<file path="config.mk">
export PLATFORM = sky130hd
export DESIGN_NAME = gnss_log_frame_parser
export DESIGN_NICKNAME = d
export VERILOG_FILES = /design/src/sv/glfp_pkg.sv /design/src/sv/gnss_log_frame_parser.sv
export SDC_FILE = /design/constraint.sdc
export NUM_CORES = 1
export LEC_CHECK = 0
export BUFFER_PORTS_ARGS = -buffer_cell sky130_fd_sc_hd__buf_2
export CAP_MARGIN = 40
export CORE_MARGIN = 2
export CORE_UTILIZATION = 55
export DETAILED_ROUTE_END_ITERATION = 10
export PLACE_DENSITY_LB_ADDON = 0.05
export REMOVE_ABC_BUFFERS = 1
export SLEW_MARGIN = 20
export SYNTH_ARGS = -nofsm -noshare
export SYNTH_HDL_FRONTEND = slang
export SYNTH_SLANG_ARGS = --single-unit
</file>
<file path="constraint.sdc">
create_clock -name clk -period 25.5 [get_ports clk]
set_input_delay 5.1 -clock clk [delete_from_list [all_inputs] [get_ports clk]]
set_output_delay 5.1 -clock clk [all_outputs]
set_load 0.005 [all_outputs]
</file>
<file path="src/sv/glfp_pkg.sv">
package glfp_pkg;

	localparam logic [7:0] SYNC_A = 8'hAA;
	localparam logic [7:0] SYNC_B = 8'h44;
	localparam logic [7:0] SYNC_C = 8'h12;
	localparam logic [7:0] MIN_HDR = 8'd10;
	localparam int unsigned LEN_CAP = 4096;
	localparam logic [31:0] CRC_POLY = 32'hEDB88320;
	localparam logic [12:0] MAX_LEN_RESET = 13'd4096;
	localparam logic [11:0] HDR_ID_LO = 12'd4;
	localparam logic [11:0] HDR_ID_HI = 12'd5;
	localparam logic [11:0] HDR_LEN_LO = 12'd8;
	localparam logic [11:0] HDR_LEN_HI = 12'd9;
	localparam logic [11:0] CRC_BYTES = 12'd4;

	typedef enum logic [2:0] {
		PH_SYNC1 = 3'd0,
		PH_SYNC2 = 3'd1,
		PH_SYNC3 = 3'd2,
		PH_HLEN  = 3'd3,
		PH_HDR   = 3'd4,
		PH_BODY  = 3'd5
	} phase_t;

	typedef enum logic [1:0] {
		ST_GOOD = 2'd0,
		ST_CRC  = 2'd1,
		ST_DROP = 2'd2
	} status_t;

	typedef struct packed {
		status_t     status;
		logic [15:0] message_id;
		logic [11:0] frame_len;
		logic [31:0] sync_error_count;
		logic [31:0] crc_error_count;
	} result_t;

	function automatic logic [31:0] crc_byte(input logic [31:0] crc, input logic [7:0] b);
		logic [31:0] c;
		c = crc ^ {24'h0, b};
		for (int k = 0; k < 8; k++) begin
			c = c[0] ? ((c >> 1) ^ CRC_POLY) : (c >> 1);
		end
		return c;
	endfunction

endpackage

</file>
<file path="src/sv/gnss_log_frame_parser.sv">
// Byte-serial framer for binary GNSS log frames.
// The input stream carries one beat per byte: s_axis_tdata is the stream byte and
// s_axis_tuser is the mode bit, where a set bit clears the parse state and both
// error counters and yields no result. The framer hunts for the sync bytes AA 44 12,
// collects the header, body and a 4-byte CRC, and gives one result beat per frame
// on the output stream: status in m_axis_tuser, and message id, frame length and
// the two wrapping error counters in m_axis_tdata.
// The cfg channel writes the maximum frame length; it is always ready and should
// only be written while no frame is in progress.
// Every byte is handled in the cycle it is accepted, one byte per cycle sustained
// while the skid register is empty, set by the byte-wide CRC update and the parse
// state machine. A result is registered before it shows on the output.
// The output register is backed by a one-beat skid register, so input beats keep
// flowing while a result waits; input stalls only when both hold a result.
// Reset clears the parse state, the counters and the output, and sets the maximum
// frame length to 4096.
module gnss_log_frame_parser
	import glfp_pkg::*;
#(
	parameter int unsigned FRAME_LIMIT = 4096
) (
	input  logic        clk,
	input  logic        arst_n,
	input  logic        s_axis_tvalid,
	output logic        s_axis_tready,
	input  logic [7:0]  s_axis_tdata,   // data_byte[7:0]
	input  logic        s_axis_tuser,   // mode
	output logic        m_axis_tvalid,
	input  logic        m_axis_tready,
	output logic [95:0] m_axis_tdata,   // message_id[15:0], frame_len[27:16],
	                                    // sync_error_count[59:28],
	                                    // crc_error_count[91:60], zero[95:92]
	output logic [1:0]  m_axis_tuser,   // frame_status
	input  logic        cfg_valid,
	output logic        cfg_ready,
	input  logic [12:0] cfg_data
);

	localparam logic [12:0] CAP = (FRAME_LIMIT < LEN_CAP) ? 13'(FRAME_LIMIT) : 13'(LEN_CAP);

	phase_t      phase_q, phase_d;
	logic [11:0] idx_q, idx_d;
	logic [7:0]  hlen_q, hlen_d;
	logic [15:0] body_q, body_d;
	logic [11:0] tlen_q, tlen_d;
	logic [15:0] id_q, id_d;
	logic [31:0] crc_q, crc_d;
	logic [31:0] rcrc_q, rcrc_d;
	logic [31:0] sync_cnt_q, sync_cnt_d;
	logic [31:0] crc_cnt_q, crc_cnt_d;
	logic [12:0] max_len_q;

	result_t     out_q, skid_q, res;
	logic        out_v_q, skid_v_q, res_v;

	logic        s_fire, m_fire, mode;
	logic [7:0]  b;
	logic [31:0] crc_upd, crc_first;
	logic [11:0] idx_inc, crc_start;
	logic [15:0] id_upd, body_upd;
	logic [16:0] total;
	logic [12:0] limit;
	logic        short_hdr, hdr_last, too_long, body_last, in_payload, clr;
	logic [1:0]  pos;
	logic [31:0] rcrc_upd;

	assign s_fire = s_axis_tvalid && s_axis_tready;
	assign m_fire = m_axis_tvalid && m_axis_tready;
	assign mode = s_axis_tuser;
	assign b = s_axis_tdata;

	assign crc_upd = crc_byte(crc_q, b);
	assign crc_first = crc_byte(32'h0, b);
	assign idx_inc = idx_q + 12'd1;

	assign id_upd = (idx_q == HDR_ID_LO) ? {id_q[15:8], b} :
	                (idx_q == HDR_ID_HI) ? {b, id_q[7:0]} : id_q;
	assign body_upd = (idx_q == HDR_LEN_LO) ? {body_q[15:8], b} :
	                  (idx_q == HDR_LEN_HI) ? {b, body_q[7:0]} : body_q;
	assign total = {9'h0, hlen_q} + {1'b0, body_upd} + 17'd4;
	assign limit = (max_len_q < CAP) ? max_len_q : CAP;
	assign short_hdr = b < MIN_HDR;
	assign hdr_last = idx_inc == {4'h0, hlen_q};
	assign too_long = total >= {4'h0, limit};

	assign crc_start = tlen_q - CRC_BYTES;
	assign in_payload = idx_q < crc_start;
	assign pos = 2'(idx_q - crc_start);
	assign rcrc_upd = rcrc_q | ({24'h0, b} << {pos, 3'b000});
	assign body_last = idx_inc == tlen_q;

	always_comb begin
		phase_d = phase_q;
		if (s_fire) begin
			if (mode) begin
				phase_d = PH_SYNC1;
			end else begin
				case (phase_q)
					PH_SYNC2: begin
						phase_d = (b == SYNC_B) ? PH_SYNC3 : ((b == SYNC_A) ? PH_SYNC2 : PH_SYNC1);
					end
					PH_SYNC3: begin
						phase_d = (b == SYNC_C) ? PH_HLEN : ((b == SYNC_A) ? PH_SYNC2 : PH_SYNC1);
					end
					PH_HLEN: begin
						phase_d = short_hdr ? PH_SYNC1 : PH_HDR;
					end
					PH_HDR: begin
						if (hdr_last) begin
							phase_d = too_long ? PH_SYNC1 : PH_BODY;
						end
					end
					PH_BODY: begin
						if (body_last) begin
							phase_d = PH_SYNC1;
						end
					end
					default: begin
						phase_d = (b == SYNC_A) ? PH_SYNC2 : PH_SYNC1;
					end
				endcase
			end
		end
	end

	always_comb begin
		idx_d = idx_q;
		hlen_d = hlen_q;
		body_d = body_q;
		tlen_d = tlen_q;
		id_d = id_q;
		crc_d = crc_q;
		rcrc_d = rcrc_q;
		sync_cnt_d = sync_cnt_q;
		crc_cnt_d = crc_cnt_q;
		clr = 1'b0;
		res_v = 1'b0;
		res.status = ST_GOOD;
		res.message_id = 16'h0;
		res.frame_len = 12'h0;
		if (s_fire) begin
			if (mode) begin
				clr = 1'b1;
				sync_cnt_d = 32'h0;
				crc_cnt_d = 32'h0;
			end else begin
				case (phase_q)
					PH_SYNC2: begin
						if (b == SYNC_B) begin
							crc_d = crc_upd;
						end else begin
							sync_cnt_d = sync_cnt_q + 32'd1;
							if (b == SYNC_A) begin
								crc_d = crc_first;
							end
						end
					end
					PH_SYNC3: begin
						if (b == SYNC_C) begin
							crc_d = crc_upd;
						end else begin
							sync_cnt_d = sync_cnt_q + 32'd1;
							if (b == SYNC_A) begin
								crc_d = crc_first;
							end
						end
					end
					PH_HLEN: begin
						crc_d = crc_upd;
						hlen_d = b;
						id_d = 16'h0;
						body_d = 16'h0;
						rcrc_d = 32'h0;
						idx_d = HDR_ID_LO;
						if (short_hdr) begin
							clr = 1'b1;
							res_v = 1'b1;
							res.status = ST_DROP;
						end
					end
					PH_HDR: begin
						crc_d = crc_upd;
						id_d = id_upd;
						body_d = body_upd;
						idx_d = idx_inc;
						if (hdr_last) begin
							if (too_long) begin
								clr = 1'b1;
								res_v = 1'b1;
								res.status = ST_DROP;
								res.message_id = id_upd;
							end else begin
								tlen_d = total[11:0];
							end
						end
					end
					PH_BODY: begin
						if (in_payload) begin
							crc_d = crc_upd;
						end else begin
							rcrc_d = rcrc_upd;
						end
						idx_d = idx_inc;
						if (body_last) begin
							clr = 1'b1;
							res_v = 1'b1;
							res.message_id = id_q;
							res.frame_len = tlen_q;
							if (rcrc_upd != crc_q) begin
								crc_cnt_d = crc_cnt_q + 32'd1;
								res.status = ST_CRC;
							end
						end
					end
					default: begin
						if (b == SYNC_A) begin
							crc_d = crc_first;
						end else begin
							sync_cnt_d = sync_cnt_q + 32'd1;
						end
					end
				endcase
			end
		end
		if (clr) begin
			idx_d = 12'h0;
			hlen_d = 8'h0;
			body_d = 16'h0;
			tlen_d = 12'h0;
			id_d = 16'h0;
			crc_d = 32'h0;
			rcrc_d = 32'h0;
		end
		res.sync_error_count = sync_cnt_d;
		res.crc_error_count = crc_cnt_d;
	end

	always_ff @(posedge clk or negedge arst_n) begin
		if (!arst_n) begin
			phase_q <= PH_SYNC1;
			idx_q <= 12'h0;
			hlen_q <= 8'h0;
			body_q <= 16'h0;
			tlen_q <= 12'h0;
			id_q <= 16'h0;
			crc_q <= 32'h0;
			rcrc_q <= 32'h0;
			sync_cnt_q <= 32'h0;
			crc_cnt_q <= 32'h0;
		end else begin
			phase_q <= phase_d;
			idx_q <= idx_d;
			hlen_q <= hlen_d;
			body_q <= body_d;
			tlen_q <= tlen_d;
			id_q <= id_d;
			crc_q <= crc_d;
			rcrc_q <= rcrc_d;
			sync_cnt_q <= sync_cnt_d;
			crc_cnt_q <= crc_cnt_d;
		end
	end

	always_ff @(posedge clk or negedge arst_n) begin
		if (!arst_n) begin
			max_len_q <= MAX_LEN_RESET;
		end else if (cfg_valid && cfg_ready) begin
			max_len_q <= cfg_data;
		end
	end

	always_ff @(posedge clk or negedge arst_n) begin
		if (!arst_n) begin
			out_v_q <= 1'b0;
			skid_v_q <= 1'b0;
		end else if (skid_v_q) begin
			if (m_fire) begin
				out_v_q <= 1'b1;
				skid_v_q <= 1'b0;
			end
		end else if (res_v) begin
			if (!out_v_q || m_fire) begin
				out_v_q <= 1'b1;
			end else begin
				skid_v_q <= 1'b1;
			end
		end else if (m_fire) begin
			out_v_q <= 1'b0;
		end
	end

	always_ff @(posedge clk) begin
		if (skid_v_q) begin
			if (m_fire) begin
				out_q <= skid_q;
			end
		end else if (res_v) begin
			if (!out_v_q || m_fire) begin
				out_q <= res;
			end else begin
				skid_q <= res;
			end
		end
	end

	assign s_axis_tready = !skid_v_q;
	assign cfg_ready = 1'b1;
	assign m_axis_tvalid = out_v_q;
	assign m_axis_tuser = out_q.status;
	assign m_axis_tdata = {4'h0, out_q.crc_error_count, out_q.sync_error_count,
		out_q.frame_len, out_q.message_id};

	a_skid_behind_out: assert property (@(posedge clk) disable iff (!arst_n)
		skid_v_q |-> out_v_q)
		else $error("skid register holds a result while the output register is empty");

	a_clear_counters: assert property (@(posedge clk) disable iff (!arst_n)
		(s_fire && mode) |=> (sync_cnt_q == 32'h0 && crc_cnt_q == 32'h0 &&
			phase_q == PH_SYNC1))
		else $error("clear beat did not reset the parser");

	a_body_length: assert property (@(posedge clk) disable iff (!arst_n)
		(phase_q == PH_BODY) |-> (tlen_q >= 12'd14 && idx_q < tlen_q))
		else $error("body phase with an impossible frame length or index");

	a_full_stalls: assert property (@(posedge clk) disable iff (!arst_n)
		(skid_v_q && !m_axis_tready) |=> $stable(m_axis_tdata))
		else $error("output changed while both result registers were full");

endmodule

</file>
==> run_results.csv <==
group,metric,value,unit
status,status,"finished clean",
sta,tightestPinTransition,0.857,ns
sta,max_freq,91.6,MHz
cells_and_area,post-route-util,62.2,%
cells_and_area,antenna_cells,0,
sta,drv_slew,0,
clocking,cts_tree,"done",
power,ir_drop,0.0484,mV
setup_path,crit_path_max_incr_delay,0.67,ns
placement,place_area,23100,um^2
sta,finClkSkew,0.0140,ns
die,fp.dieArea,41500,um^2
synthesis,yosys_warnings,0,
clocking,clk_latency,0.60,ns
power,design_power_total,1.54,mW
global_route,grt_max_degree,80,
hold_path,hp-class,"reg -> reg",
setup_path,cp.required,25.72,ns
die,pin_count,128,
detailed_routing,dr.first_iter.drc_count,1284,
synthesis,ys_top_cells_by_area,"edfxtp_1 26%, dfrtp_1 24%, xnor2_1 5.3%",
setup_path,worst-path-buf-inv,4,
power,p_per_area,62.6,nW/um^2
global_route,grt_usage,29.4,%
sta,maxSlewHeadroom,42.7,%
clocking,cts_sinks,398,
clocking,post_cts_buffers,0,
clocking,cts_root_buffer,"clkbuf_16",
clocking,cts.hold.buffers_added,0,
cells_and_area,area_delta_synth_final,12.0,%
setup_path,crit_path_max_fanout,63,
detailed_routing,ant_nets,0,
global_route,grt_pass1_vias,16900,
die,floorplan.initialDensity,55.5,%
detailed_routing,num_vias,17200,
synthesis,synth_top_area_share,25.7,%
sta,finalHoldViolations,0,
setup_path,start_kind,"input port",
cells_and_area,fin_area,24600,um^2
setup_path,crit_type,"in -> reg",
clocking,clkTransAtPathRegs,0.06,ns
power,p_leak,9.84,nW
sta,rsz0062_at_grt,"no",
sta,fin_crit_sh,42.8,%
detailed_routing,drc,0,
placement,dp_hpwl,40300,um
setup_path,arrival,11.14,ns
placement,place_congestion,0.930,
setup_path,cp_top_family,"compound AO/OA/AOI/OAI gates",
placement,port_buffers,122,
clocking,numCtsBuffers,45,
synthesis,async_flop_share,52.8,%
setup_path,worstPathCellList,"buf_2 > inv_1 > o21ai_0 > ha_1 > ha_1 > fa_1 > a211oi_1 > nor2_1 > o21ai_0 > nand2_1 > xnor2_1 > ha_1 > inv_1 > a2111oi_0 > o21ai_0 > o2111a_1 > a211o_2 > nand3_1 > nand2_1 > a21oi_4 > buf_4",
synthesis,synthCells,2141,
die,chipWidth,204,um
detailed_routing,viasPerCell,6.20,
detailed_routing,firstDrtPassIters,5,
clocking,clockBufferDepth,3,
synthesis,netlist-cell-type-count,88,
synthesis,syn_avg_cell_area,10.2,um^2
detailed_routing,avgRoutedWirePerCell,21.6,um
die,core_area,39500,um^2
synthesis,ys_ff_latch,398,
detailed_routing,wl,60100,um
setup_path,cp-end-kind,"flip-flop",
sta,fin_tns_setup,0,ns
global_route,grt_pass1_wl,95500,um
synthesis,synth_edf_count,188,
synthesis,netlist_area,21900,um^2
cells_and_area,layout-drive-gt1-share,14.6,%
synthesis,synth_top_area_cell,"edfxtp_1",
setup_path,slowest_stage,"buf_4",
clocking,h-tree-depth,2,
synthesis,yosysSeqAreaShare,49.7,%
die,die_h,204,um
synthesis,synth_ff_type,"dfrtp_1",
global_route,grt-ovfl-total,0,
clocking,post_cts_resize_count,0,
global_route,antenna_found_initial,0,
sta,finalCriticalPeriod,10.92,ns
die,rows,73,
cells_and_area,finalNetCount,2306,
flow_run,maxCapViolCount,0,
sta,finalSetupViolCount,0,
[where the power goes]
group | internal [mW] | switching [mW]
Clock | 0.357 | 0.276
Sequential | 0.685 | 0.0188
Combinational | 0.0859 | 0.114
[cells by family (layout without fill, tap and decap cells)]
kind of cell / count (synthesis) / after routing / synth area share, %
buffers and inverters: 193 / 304 / 3.56
adders and majority gates: 59 / 59 / 3.43
DFF: 398 / 398 / 49.7
and+or+nand+nor: 669 / 669 / 15.3
AOI/OAI and AO/OA: 570 / 570 / 17.3
xor gates and xnor gates: 191 / 191 / 7.75
other: 2 / 5 / 0.0342
muxes: 59 / 59 / 2.95
[per-layer routing]
layer  wire length [um]  part of all wire (%)  GRT usage [%]
met1              26600                    44           41.5
met3               3590                   6.0           3.99
met2              28300                    47           46.8
met4               1650                   2.7           10.2
met5                  0                     0              0
[synth_stat cells, types with 9 or more instances]
cell type / n
a32o_1: 9
nand2b_1: 10
nor2_1: 182
edfxtp_1: 188
and4_1: 9
buf_2: 19
nor4b_1: 11
inv_1: 52
o21ai_0: 125
nor4_1: 17
or3_1: 9
nand2_1: 156
clkbuf_1: 105
a21oi_1: 125
xnor2_1: 133
a22o_1: 61
ha_1: 57
nor2b_1: 17
nand4_1: 40
a211oi_1: 10
nand3b_1: 15
a22oi_1: 23
xor2_1: 56
mux2i_1: 16
and3_1: 37
a21o_1: 41
nor3_1: 30
dfrtp_1: 209
and2_1: 23
a31oi_1: 46
o21a_1: 16
o22ai_1: 23
o31ai_1: 17
nand3_1: 80
mux2_2: 42
[final timing paths]
path / start / endpoint / slack (ns) / depth (start not counted)
hold reg to reg: body_q[2] / body_q[2] / 0.49 / 2
hold / removal: body_q[2] / body_q[2] / 0.49 / 2
max in group asynchronous: arst_n / skid_v_q / 19.42 / 4
setup / recovery: s_axis_tdata[1] / m_axis_tdata[48] / 14.58 / 21
min in group asynchronous: arst_n / sync_cnt_q[17] / 4.44 / 1
setup reg to reg: idx_q[6] / m_axis_tdata[48] / 17.51 / 22
[registers in the layout, summed over array words and instances, names as in the netlist, 8 cells and up]
signal        count
crc_q            32
body_q           16
max_len_q        13
tlen_q           12
m_axis_tdata     92
id_q             16
skid_q           94
crc_cnt_q        32
rcrc_q           32
hlen_q            8
sync_cnt_q       32
idx_q            12
[final cells by class]
| type | instances | area, um^2 |
|---|---|---|
| fillers | 3351 | 15000 |
| flip-flops and latches | 398 | 10900 |
| multi-input cells | 1553 | 10300 |
| clock buffers | 54 | 1190 |
| repair buffers | 169 | 1080 |
| well taps | 525 | 657 |
| clock inverters | 28 | 244 |
| inverters | 53 | 199 |
[cell usage in the layout, fill, tap and decap left out, types with 8 or more instances in the layout]
master and instances:
a211oi_1 10, a21o_1 41, a21oi_1 124, a22o_1 61
a22oi_1 23, a31oi_1 46, a32o_1 9, and2_1 23
and3_1 36, and4_1 9, buf_2 122, buf_4 39
clkbuf_16 46, clkinv_2 10, dfrtp_1 208, edfxtp_1 188
ha_1 57, inv_1 52, mux2_2 42, mux2i_1 16
nand2_1 156, nand2b_1 10, nand3_1 80, nand3b_1 15
nand4_1 40, nor2_1 179, nor2b_1 17, nor3_1 30
nor4_1 17, nor4b_1 11, o211ai_1 8, o21a_1 15
o21ai_0 125, o22ai_1 23, o31ai_1 17, or3_1 9
xnor2_1 133, xor2_1 56
[through the flow]
stage / setup WS (ns) / hold WS, ns / cells
after floorplan: 11.73 / 0.449 / 2004
after global placement: 13.66 / 0.467 / 2687
after CTS: 14.66 / 0.490 / 2778
after detailed placement: 14.05 / 0.477 / 2696
final: 14.58 / 0.489 / 2780
after global routing: 14.18 / 0.503 / 2780
[worst min-delay path, stage by stage, from the launching register on]
cell	delay, ns
dfrtp_1	0.35
nand2_1	0.05
o21ai_0	0.06
(Power assumes the default switching activity.)
